### config.mk
export PLATFORM = sky130hd
export DESIGN_NAME = record_sort_by_id_or_date_core
export DESIGN_NICKNAME = d
export VERILOG_FILES = /design/src/rtl/rsbd_pkg.sv /design/src/rtl/record_sort_by_id_or_date_core.sv /design/src/rtl/rsbd_store.sv /design/src/rtl/rsbd_cmp.sv
export SDC_FILE = /design/constraint.sdc
export NUM_CORES = 1
export LEC_CHECK = 0
export BUFFER_PORTS_ARGS = -buffer_cell sky130_fd_sc_hd__buf_4
export CAP_MARGIN = 20
export CORE_ASPECT_RATIO = 1.25
export CORE_MARGIN = 2
export CORE_UTILIZATION = 65
export DETAILED_ROUTE_END_ITERATION = 8
export PLACE_DENSITY_LB_ADDON = 0.12
export REMOVE_ABC_BUFFERS = 1
export SLEW_MARGIN = 40
export SYNTH_ARGS = -nofsm -noshare
export SYNTH_HDL_FRONTEND = slang
export SYNTH_SLANG_ARGS = --single-unit
### constraint.sdc
create_clock -name clock -period 18.79 [get_ports clock]
set_input_delay 5.637 -clock clock [delete_from_list [all_inputs] [get_ports clock]]
set_output_delay 5.637 -clock clock [all_outputs]
set_load 0.05 [all_outputs]
### src/rtl/rsbd_pkg.sv
// Shared types and constants of the record sorter
`timescale 1ns / 1ps
`default_nettype none
package rsbd_pkg;

   localparam int CAPACITY = 16;
   localparam int IDX_W    = $clog2(CAPACITY);
   localparam int CNT_W    = $clog2(CAPACITY + 1);

   // One stored record, 63 bits
   typedef struct packed {
      logic [15:0] id;
      logic [23:0] price;
      logic [4:0]  day;
      logic [3:0]  month;
      logic [13:0] year;
   } rec_type;

   // Key modes
   localparam logic MODE_ID   = 1'b0;
   localparam logic MODE_DATE = 1'b1;

endpackage
`default_nettype wire

### src/rtl/record_sort_by_id_or_date_core.sv
// Top level of the record sorter: load, bubble sort and emit sequencer
//
// Usage: records arrive on the req_ channel (valid/ready). Each transfer
// stores one record in a 16-entry store, one cycle per record; a record
// that finds the store full is dropped and rsp_overflowed is set on every
// result of that set. A transfer with req_last_in high starts the sort.
// The sort is a stable bubble sort run by one compare unit and one store
// read port; each pass stops one entry short of the pass before it.
// Results then leave on the rsp_ channel, each record read from the store
// and then loaded into the output register, the last one marked by
// rsp_out_last. req_ready stays low from the last transfer until the final
// record is loaded into the output register. A stalled receiver holds the
// output register and the sequencer waits. csr_write_data, written with
// csr_write_enable, selects id order (0) or date-then-id order (1); write it
// only while idle. Reset empties the store, clears the drop flag, sets id
// order and leaves the output channel empty; it needs no clearing pass.
`timescale 1ns / 1ps
`default_nettype none
module record_sort_by_id_or_date_core (
   input  wire logic        clock,
   input  wire logic        reset,
   input  wire logic        csr_write_enable,
   input  wire logic        csr_write_data,
   input  wire logic        req_valid,
   output logic             req_ready,
   input  wire logic [15:0] req_rec_id,
   input  wire logic [23:0] req_price_cents,
   input  wire logic [4:0]  req_day_in,
   input  wire logic [3:0]  req_month_in,
   input  wire logic [13:0] req_year_in,
   input  wire logic        req_last_in,
   output logic             rsp_valid,
   input  wire logic        rsp_ready,
   output logic [15:0]      rsp_out_id,
   output logic [23:0]      rsp_out_price,
   output logic [4:0]       rsp_out_day,
   output logic [3:0]       rsp_out_month,
   output logic [13:0]      rsp_out_year,
   output logic             rsp_out_last,
   output logic             rsp_overflowed
);
   import rsbd_pkg::*;

   typedef enum logic [6:0] {
      S_IDLE   = 7'b0000001,
      S_PSTART = 7'b0000010,
      S_PHOLD  = 7'b0000100,
      S_STEP   = 7'b0001000,
      S_PEND   = 7'b0010000,
      S_ERD    = 7'b0100000,
      S_ELOAD  = 7'b1000000
   } state_type;

   state_type         state_ff, state_in;
   logic [CNT_W-1:0]  count_ff, count_in;
   logic              drop_ff, drop_in;
   logic              mode_ff;
   logic [IDX_W-1:0]  pass_end_ff, pass_end_in;
   logic [IDX_W-1:0]  k_ff, k_in;
   logic [IDX_W-1:0]  e_ff, e_in;
   rec_type           hold_ff, hold_in;

   logic              out_valid_ff, out_valid_in;
   rec_type           out_rec_ff, out_rec_in;
   logic              out_last_ff, out_last_in;
   logic              out_ovf_ff, out_ovf_in;

   logic              wr_en;
   logic [IDX_W-1:0]  wr_addr;
   rec_type           wr_data;
   logic [IDX_W-1:0]  rd_addr;
   rec_type           rd_data;
   logic              after;

   logic              accept;
   logic              store_ok;
   logic [CNT_W-1:0]  count_new;
   logic              slot_free;
   rec_type           req_rec;

   rsbd_store u_store (
      .clock      (clock),
      .wr_en      (wr_en),
      .wr_addr    (wr_addr),
      .wr_data    (wr_data),
      .rd_addr    (rd_addr),
      .rd_data_ff (rd_data)
   );

   rsbd_cmp u_cmp (
      .sort_mode  (mode_ff),
      .a          (hold_ff),
      .b          (rd_data),
      .goes_after (after)
   );

   assign req_ready = (state_ff == S_IDLE);
   assign accept    = req_valid && req_ready;
   assign store_ok  = (count_ff < CNT_W'(CAPACITY));
   assign count_new = count_ff + CNT_W'(store_ok);
   assign slot_free = !out_valid_ff || rsp_ready;

   always_comb begin
      req_rec.id    = req_rec_id;
      req_rec.price = req_price_cents;
      req_rec.day   = req_day_in;
      req_rec.month = req_month_in;
      req_rec.year  = req_year_in;
   end

   // Sequence loading, sorting passes and emitting
   always_comb begin
      state_in     = state_ff;
      count_in     = count_ff;
      drop_in      = drop_ff;
      pass_end_in  = pass_end_ff;
      k_in         = k_ff;
      e_in         = e_ff;
      hold_in      = hold_ff;
      wr_en        = 1'b0;
      wr_addr      = k_ff;
      wr_data      = hold_ff;
      rd_addr      = '0;
      out_rec_in   = out_rec_ff;
      out_last_in  = out_last_ff;
      out_ovf_in   = out_ovf_ff;
      out_valid_in = out_valid_ff && !rsp_ready;

      unique case (state_ff)
         S_IDLE: begin
            if (accept) begin
               wr_addr = count_ff[IDX_W-1:0];
               wr_data = req_rec;
               if (store_ok) begin
                  wr_en    = 1'b1;
                  count_in = count_new;
               end else begin
                  drop_in = 1'b1;
               end
               if (req_last_in) begin
                  e_in = '0;
                  if (count_new == '0) begin
                     drop_in = 1'b0;
                  end else if (count_new == CNT_W'(1)) begin
                     state_in = S_ERD;
                  end else begin
                     pass_end_in = IDX_W'(count_new - CNT_W'(1));
                     state_in    = S_PSTART;
                  end
               end
            end
         end
         S_PSTART: begin
            rd_addr  = '0;
            state_in = S_PHOLD;
         end
         S_PHOLD: begin
            hold_in  = rd_data;
            k_in     = '0;
            rd_addr  = IDX_W'(1);
            state_in = S_STEP;
         end
         S_STEP: begin
            // Write the lower record back, carry the larger one onward
            wr_en   = 1'b1;
            wr_addr = k_ff;
            if (after) begin
               wr_data = rd_data;
            end else begin
               wr_data = hold_ff;
               hold_in = rd_data;
            end
            if (k_ff + IDX_W'(1) == pass_end_ff) begin
               state_in = S_PEND;
            end else begin
               k_in    = k_ff + IDX_W'(1);
               rd_addr = k_ff + IDX_W'(2);
            end
         end
         S_PEND: begin
            wr_en   = 1'b1;
            wr_addr = pass_end_ff;
            wr_data = hold_ff;
            if (pass_end_ff == IDX_W'(1)) begin
               e_in     = '0;
               state_in = S_ERD;
            end else begin
               pass_end_in = pass_end_ff - IDX_W'(1);
               state_in    = S_PSTART;
            end
         end
         S_ERD: begin
            rd_addr  = e_ff;
            state_in = S_ELOAD;
         end
         S_ELOAD: begin
            rd_addr = e_ff;
            if (slot_free) begin
               out_valid_in = 1'b1;
               out_rec_in   = rd_data;
               out_ovf_in   = drop_ff;
               out_last_in  = (CNT_W'(e_ff) + CNT_W'(1) == count_ff);
               if (CNT_W'(e_ff) + CNT_W'(1) == count_ff) begin
                  count_in = '0;
                  drop_in  = 1'b0;
                  state_in = S_IDLE;
               end else begin
                  e_in     = e_ff + IDX_W'(1);
                  state_in = S_ERD;
               end
            end
         end
         default: begin
            state_in = S_IDLE;
         end
      endcase
   end

   // Control registers
   always_ff @(posedge clock) begin
      if (reset) begin
         state_ff     <= S_IDLE;
         count_ff     <= '0;
         drop_ff      <= 1'b0;
         mode_ff      <= MODE_ID;
         out_valid_ff <= 1'b0;
      end else begin
         state_ff     <= state_in;
         count_ff     <= count_in;
         drop_ff      <= drop_in;
         out_valid_ff <= out_valid_in;
         if (csr_write_enable) begin
            mode_ff <= csr_write_data;
         end
      end
   end

   // Datapath registers
   always_ff @(posedge clock) begin
      pass_end_ff <= pass_end_in;
      k_ff        <= k_in;
      e_ff        <= e_in;
      hold_ff     <= hold_in;
      out_rec_ff  <= out_rec_in;
      out_last_ff <= out_last_in;
      out_ovf_ff  <= out_ovf_in;
   end

   assign rsp_valid      = out_valid_ff;
   assign rsp_out_id     = out_rec_ff.id;
   assign rsp_out_price  = out_rec_ff.price;
   assign rsp_out_day    = out_rec_ff.day;
   assign rsp_out_month  = out_rec_ff.month;
   assign rsp_out_year   = out_rec_ff.year;
   assign rsp_out_last   = out_last_ff;
   assign rsp_overflowed = out_ovf_ff;

endmodule
`default_nettype wire

### src/rtl/rsbd_store.sv
// Record store: one write port, one registered read port
`timescale 1ns / 1ps
`default_nettype none
module rsbd_store (
   input  wire logic                      clock,
   input  wire logic                      wr_en,
   input  wire logic [rsbd_pkg::IDX_W-1:0] wr_addr,
   input  wire rsbd_pkg::rec_type         wr_data,
   input  wire logic [rsbd_pkg::IDX_W-1:0] rd_addr,
   output rsbd_pkg::rec_type              rd_data_ff
);
   import rsbd_pkg::*;

   rec_type mem [CAPACITY];

   // Write one entry
   always_ff @(posedge clock) begin
      if (wr_en) begin
         mem[wr_addr] <= wr_data;
      end
   end

   // Register the read data
   always_ff @(posedge clock) begin
      rd_data_ff <= mem[rd_addr];
   end

endmodule
`default_nettype wire

### src/rtl/rsbd_cmp.sv
// Key compare unit: flags when record a must move after record b
`timescale 1ns / 1ps
`default_nettype none
module rsbd_cmp (
   input  wire logic              sort_mode,
   input  wire rsbd_pkg::rec_type a,
   input  wire rsbd_pkg::rec_type b,
   output logic                   goes_after
);
   import rsbd_pkg::*;

   logic [38:0] key_a;
   logic [38:0] key_b;

   // Build date-then-id keys; id mode compares the id alone
   always_comb begin
      key_a = {a.year, a.month, a.day, a.id};
      key_b = {b.year, b.month, b.day, b.id};
      if (sort_mode == MODE_DATE) begin
         goes_after = key_a > key_b;
      end else begin
         goes_after = a.id > b.id;
      end
   end

endmodule
`default_nettype wire

==> results.cfg, run 1 <==
[job]
drv_cap = 0

[routing]
dr_total_vias = 31600
ant_nets = 0
drt-total-wl_um = 130000
wl_per_cell_um = 28.5
drtPass1Iterations = 9
viasPerCell = 6.92
drc = 0
drt_iter0_drc = 4035

[clock_network]
cts_hold_buffers = 0
root_buffer = clkbuf_16
numCtsBuffers = 112
cts_max_level = 3
cts_tree = built
cts_max_path_buffers = 3
postCtsResizedCells = 0
clk_pin_slew_worst_paths_ps = 60
clock-sinks = 1226
insertion_delay_ps = 690
postCtsSetupBuffers = 0

[die]
start_util = 0.654
die_w_um = 251
core_um2 = 75600
num_rows = 113
io_pins = 137
dieArea_um2 = 78300
die_y_um = 312

[power_and_ir_drop]
leakagePower_nw = 18.8
finalPower_mw = 7.21
comb_power_share = 0.142
net-switching-power_mw = 1.92
clkPwrFrac = 0.326
pwr-share-seq = 0.532
intPower_mw = 5.29
sw_frac_of_total = 0.266
ir_worst_vdd_uv = 97.5
power_density_nw_per_um2 = 130

[yosys]
synth.distinct_cells = 63
yosys_warnings = 0
syn-mean-instance-area_um2 = 14.4
synth_ff_type = edfxtp_1
synth_area_leaders = edfxtp_1 (70%), nand2_1 (4.0%), and3_1 (4.0%)
yosysTopAreaCell = edfxtp_1
synth-edff-count = 1148
yosysTopAreaCellShare = 0.697
syn_area_um2 = 49500
synth_cells = 3435
synth_seq_cells = 1226
async_flop_share = 0
yosysSeqAreaShare = 0.728

[grt]
antenna_found_initial = 2
grt_pass1_wl_um = 191000
grt-ovfl-total = 0
grt_use_total = 0.329
grt_max_degree = 157
grt_pass1_vias = 31200

[timing]
rsz0062_at_grt = no
finalCritPeriodShare = 0.470
drv_slew = 0
period_minus_slack_ps = 8830
finalSetupTns_ps = 0
slew-limit-headroom = 0.403
hold_viol_final = 0
worstMarginPinSlew_ps = 894
fmax_mhz = 113
clock_skew_ps = 25.5
setup_violations = 0

[min_path]
worstHoldStart = u_store.rd_data_ff[23]$_DFF_P_
min_path_type = flop to flop

[critical_path]
worstPathRequired_ps = 19110
reg2reg_setup_slack_ps = 13460
critical_path.max_fanout = 27
rr_startpoint = state_ff[4]$_SDFFE_PP0P_
worst-setup-path-type = primary input to flop
crit_path_start_kind = primary input
cp.arrival_ps = 9150
cp-end-kind = flop
startpoint = req_valid

[place]
dp_hpwl_um = 66500
io_buffer_count = 136
gp_congestion = 0.842

[final_layout]
layout-drive-gt1-share = 0.134
syn_to_final_growth_pct = 11.8
fillCellCount = 4601
diodes = 0
nets = 3602

[outcome]
outcome = completed
-- power by group through the flow --
stage / clock [mW] / combinational, mW / sequential, mW
after floorplan: 0 / 0.623 / 3.79
after global placement: 0 / 0.928 / 3.86
after detailed placement: 0 / 0.994 / 3.88
after CTS: 2.36 / 1.00 / 3.83
after global routing: 2.46 / 1.09 / 3.86
final: 2.35 / 1.02 / 3.83
-- worst paths after layout --
path,cells after the start,end
worst max-delay path,7,u_store.mem[6][41]$_DFFE_PP_
worst min-delay path,0,rsp_out_price[0]$_DFFE_PP_
worst max register to register,12,u_store.rd_data_ff[38]$_DFF_P_
worst min register to register,0,rsp_out_price[0]$_DFFE_PP_
-- layout make-up --
type / count / area (um2) / area share
clock buffers: 146 / 3060 / 0.0553
clock inverters: 67 / 751 / 0.0136
inverters: 53 / 199 / 0.00360
multi-input cells: 1886 / 12100 / 0.219
flip-flops and latches: 1226 / 36000 / 0.652
well taps: 977 / 1220 / 0.0221
repair buffers: 205 / 1900 / 0.0344
-- cell usage in the layout (no fill, tap or decap), types with 11 or more instances in the layout --
cell          n
and3_1      319
nor2_1       28
bufinv_16    16
buf_4       165
dfxtp_1      78
edfxtp_1   1148
a211oi_2     64
clkbuf_1     26
a21oi_1     159
ha_1         48
clkbuf_16   116
clkinv_2     29
buf_16       11
o21ai_0      19
buf_6        24
a221o_1      64
clkinv_1     14
a211oi_1    256
inv_1        52
nor2_4       17
nor3_1       11
a31oi_1     128
a311oi_1    126
nand2_1     533
-- cell usage after synthesis (all sizes together), types with 3 or more instances --
cell type	instances
and4	4
nor2b	8
and2	7
edfxtp	1148
nor3b	3
nor2	45
inv	53
a221o	64
a211oi	320
buf	113
o21ai	19
nand2b	5
nor4	6
xnor2	6
or2	6
and3	319
nand4	9
xor2	9
a31oi	128
or3	3
clkbuf	157
a21oi	161
a21o	7
nor3	11
nand2	534
ha	48
dfxtp	78
a311oi	126
a222oi	3
nand3	9
-- worst max-delay path: stages --
cell      delay (ps)
buf_4            380
o21ai_0          350
a222oi_1         550
nand2b_1         390
nor2_4           550
buf_4            610
buf_4            590
-- layer usage --
| metal | track usage | up-vias | wire length [um] |
|---|---|---|---|
| li1 | - | 13600 | - |
| met1 | 0.441 | 15700 | 48000 |
| met2 | 0.540 | 1949 | 63800 |
| met3 | 0.0517 | 313 | 12900 |
| met4 | 0.144 | 0 | 5290 |
| met5 | 0 | - | 0 |
-- flip-flops by register name, indices dropped and copies added, names as in the netlist --
name                flops
rsp_overflowed          1
drop_ff                 1
rsp_out_year           14
u_store.rd_data_ff     63
rsp_out_month           4
rsp_valid               1
rsp_out_id             16
k_ff                    4
rsp_out_day             5
u_store.mem          1008
hold_ff                63
e_ff                    4
pass_end_ff             4
rsp_out_last            1
state_ff                7
mode_ff                 1
count_ff                5
rsp_out_price          24
-- kinds of logic after synthesis --
logic type	synth area share
xor gates and xnor gates	0.00407
muxes	0.000202
adders and majority gates	0.0121
AOI/OAI and AO/OA	0.130
and+or+nand+nor	0.0946
buffers and inverters	0.0306
DFF	0.728
-- stage by stage --
stage / instance area [um2] / hold slack [ps] / worst slack [ps] / instances / util
finish: 55300 / 467 / 9960 / 4560 / 0.731
global route: 55300 / 472 / 9910 / 4560 / 0.731
CTS: 55200 / 466 / 10040 / 4559 / 0.730
detailed placement: 51400 / 451 / 9350 / 4346 / 0.680
global placement: 51000 / 439 / 9350 / 4333 / 0.675
floorplan: 48200 / 409 / -5180 / 3165 / -
No activity file was read; power rests on OpenSTA's default activity.
==> run 2, diff against run 1 <==
--- a/config.mk
+++ b/config.mk
@@ -5,11 +5,12 @@
 export SDC_FILE = /design/constraint.sdc
 export NUM_CORES = 1
 export LEC_CHECK = 0
+export ABC_AREA = 1
 export BUFFER_PORTS_ARGS = -buffer_cell sky130_fd_sc_hd__buf_4
 export CAP_MARGIN = 20
 export CORE_ASPECT_RATIO = 1.25
 export CORE_MARGIN = 2
-export CORE_UTILIZATION = 65
+export CORE_UTILIZATION = 57
 export DETAILED_ROUTE_END_ITERATION = 8
 export PLACE_DENSITY_LB_ADDON = 0.12
 export REMOVE_ABC_BUFFERS = 1
==> constraint.sdc (replaced) <==
create_clock -name clock -period 7.9 [get_ports clock]
set_input_delay 2.37 -clock clock [delete_from_list [all_inputs] [get_ports clock]]
set_output_delay 2.37 -clock clock [all_outputs]
set_load 0.05 [all_outputs]
==> run 2 against run 1 <==
  * Critical path depth grew 2
  * Utilization shrank 8.9 points
  * Sequential share of layout area shrank 5.7 points
  * Cell count grew 41%
  * Critical endpoint is now u_store.mem[6][19]$_DFFE_PP_
  * Sequential power grew 150%
  * Routed wire length grew 14%
  * Power grew to 2.8 times the previous value
  * Cell area grew 9.6%
  * Non-clock buffer count grew 6
  * Clock skew grew 2.1 ps
==> results.cfg, run 2 <==
[power_and_ir_drop]
power_density_nw_per_um2 = 330
leakagePower_nw = 23.8
ir_worst_vdd_uv = 249

[final_layout]
fillCellCount = 7293
syn_to_final_growth_pct = 11.5
multiInputGateArea_um2 = 14700
regArea_um2 = 36000
largest_reg_flops = 1008
layout-drive-gt1-share = 0.0826
nets = 5219
top_regs = u_store.mem: 1008 flops, hold_ff: 63 flops, u_store.rd_data_ff: 63 flops
registers.top_by_ff_count = u_store.mem
layout_common_cells = nand2_1 (1,178), edfxtp_1 (1,148), nand3_1 (1,110)
stdcell_count = 6422
final_util = 0.642
final_common_cell = nand2_1

[critical_path]
cp.arrival_ps = 5510
crit_path_start_kind = primary input
reg2regPathDepth = 14
r2r_end = u_store.mem[14][20]$_DFFE_PP_
rr_startpoint = hold_ff[13]$_DFFE_PP_
worstPathRequired_ps = 8230
cp-end-kind = flop
critical_path.max_fanout = 25
worst-setup-path-type = primary input to flop
reg2reg_setup_slack_ps = 3170

[grt]
grt_use_total = 0.303
grt_pass1_wl_um = 223000
grt_max_degree = 128
grt_pass1_vias = 36500
antenna_found_initial = 1
grt-ovfl-total = 0

[timing]
hold_viol_final = 0
clock_skew_ps = 27.6
fmax_mhz = 193
worstMarginPinSlew_ps = 870
slew-limit-headroom = 0.420
drv_slew = 0
period_minus_slack_ps = 5190
finalCritPeriodShare = 0.657
rsz0062_at_grt = no
setup_violations = 0

[yosys]
synth_ff_type = edfxtp_1
synth_area_leaders = edfxtp_1 (63%), nand3_1 (10%), nand2_1 (8.2%)
yosysTopAreaCell = edfxtp_1
synth.distinct_cells = 40
syn-mean-instance-area_um2 = 10.7
yosys_warnings = 0
yosysTopAreaCellShare = 0.634
syn_area_um2 = 54400
synth_seq_cells = 1226
synthTopCellsByCount = nand2_1 (1,182), edfxtp_1 (1,148), nand3_1 (1,111)
async_flop_share = 0
yosysSeqAreaShare = 0.663
synth_cells = 5076
synth-edff-count = 1148
synthMostInstantiatedCell = nand2_1

[clock_network]
cts_tree = built
insertion_delay_ps = 700
clock-sinks = 1226
cts_max_level = 3
cts_max_path_buffers = 3
cts_hold_buffers = 0
root_buffer = clkbuf_16
numCtsBuffers = 118
postCtsResizedCells = 0
clk_pin_slew_worst_paths_ps = 60
postCtsSetupBuffers = 0

[routing]
ant_nets = 0
dr_total_vias = 37900
drc = 0
viasPerCell = 5.90
drt-total-wl_um = 148000
drtPass1Iterations = 5
wl_per_cell_um = 23.1
drt_iter0_drc = 4295

[place]
dp_cells = 6193
io_buffer_count = 136
dp_hpwl_um = 78800
gp_congestion = 0.844

[die]
io_pins = 137
die_w_um = 280
core_um2 = 94400
die_y_um = 349
dieArea_um2 = 97900
start_util = 0.576
num_rows = 126

[outcome]
outcome = completed

[min_path]
hold_end = rsp_out_id[10]$_DFFE_PP_
worstHoldStart = u_store.rd_data_ff[57]$_DFF_P_
hold_depth = 0
min_path_type = flop to flop

[job]
drv_cap = 0
run 2: cell types whose count changed in the layout (fill, tap and decap cells not counted), sizes merged, moves of 54 or more:
cell,before,now
nand3,9,1111
inv,54,627
a21oi,161,29
a31oi,128,0
a311oi,126,0
nand2,534,1185
nand3b,0,359
and3,319,0
a211oi,320,1
a221o,64,0
o21ai,19,73
run 2: cell families (layout without fill, tap and decap cells):
| logic type | after synthesis | count (layout) | share of synthesized area |
|---|---|---|---|
| AND/OR/NAND/NOR | 2744 | 2744 | 0.242 |
| flip-flops | 1226 | 1226 | 0.663 |
| buffers and inverters | 929 | 1058 | 0.0708 |
| AO/OA/AOI/OAI | 114 | 114 | 0.0111 |
| adder cells (fa/ha/maj) | 48 | 48 | 0.0110 |
| XOR/XNOR | 15 | 15 | 0.00242 |
| other | 0 | 1 | 0 |
run 2: per-stage QoR:
| step | hold WS [ps] | instance area, um2 | setup slack, ps | power, mW | setup TNS (ps) |
|---|---|---|---|---|---|
| after floorplan | 426 | 52800 | -19180 | 12.4 | -1812970 |
| after global placement | 438 | 56300 | 1660 | 14.1 | 0 |
| after detailed placement | 445 | 56600 | 2050 | 14.3 | 0 |
| after CTS | 459 | 60500 | 2780 | 20.0 | 0 |
| after global routing | 475 | 60600 | 2550 | 20.8 | 0 |
| final | 461 | 60600 | 2710 | 20.0 | 0 |
run 2: power breakdown:
part,switching [mW],internal (mW),total (mW)
sequential,0.359,9.09,9.45
clock,2.43,3.32,5.75
combinational,3.65,1.14,4.80
total,6.44,13.6,20.0
run 2: worst max-delay path, cell delays in order:
cell	delay, ps
buf_4	80
clkinv_1	50
buf_4	200
nor2_4	570
inv_1	160
o21ai_0	370
nand3_1	410
nor2_4	680
buf_4	550
run 2: area by class of cell:
| cell class | count | share of cell area |
|---|---|---|
| Antenna cell | 1 | 0.0000413 |
| Clock buffer | 172 | 0.0557 |
| Clock inverter | 52 | 0.00933 |
| Inverter | 623 | 0.0389 |
| Multi-Input combinational cell | 2921 | 0.243 |
| Sequential cell | 1226 | 0.594 |
| Tap cell | 1216 | 0.0251 |
| Timing Repair Buffer | 211 | 0.0337 |
run 2: how the worst max path moves through the flow:
stage | slack, ps | start | cells after the start | to
after floorplan | -19180 | state_ff[4]$_SDFFE_PP0P_ | 13 | u_store.rd_data_ff[18]$_DFF_P_
after global placement | 1660 | req_valid | 9 | u_store.mem[2][30]$_DFFE_PP_
after detailed placement | 2050 | req_valid | 9 | u_store.mem[11][39]$_DFFE_PP_
after CTS | 2780 | req_valid | 9 | u_store.mem[6][53]$_DFFE_PP_
after global routing | 2550 | req_valid | 9 | u_store.mem[6][19]$_DFFE_PP_
final | 2710 | req_valid | 9 | u_store.mem[6][19]$_DFFE_PP_
run 2: layer usage:
metal  routed length (um)  vias to the layer above  global-route usage  share of wire
met5                    0                        -                   0              0
met4                 5980                        0               0.136          0.040
met3                11000                      330              0.0386          0.074
met2                71700                     1709               0.493           0.48
met1                59600                    18500               0.409           0.40
li1                     -                    17300                   -              -
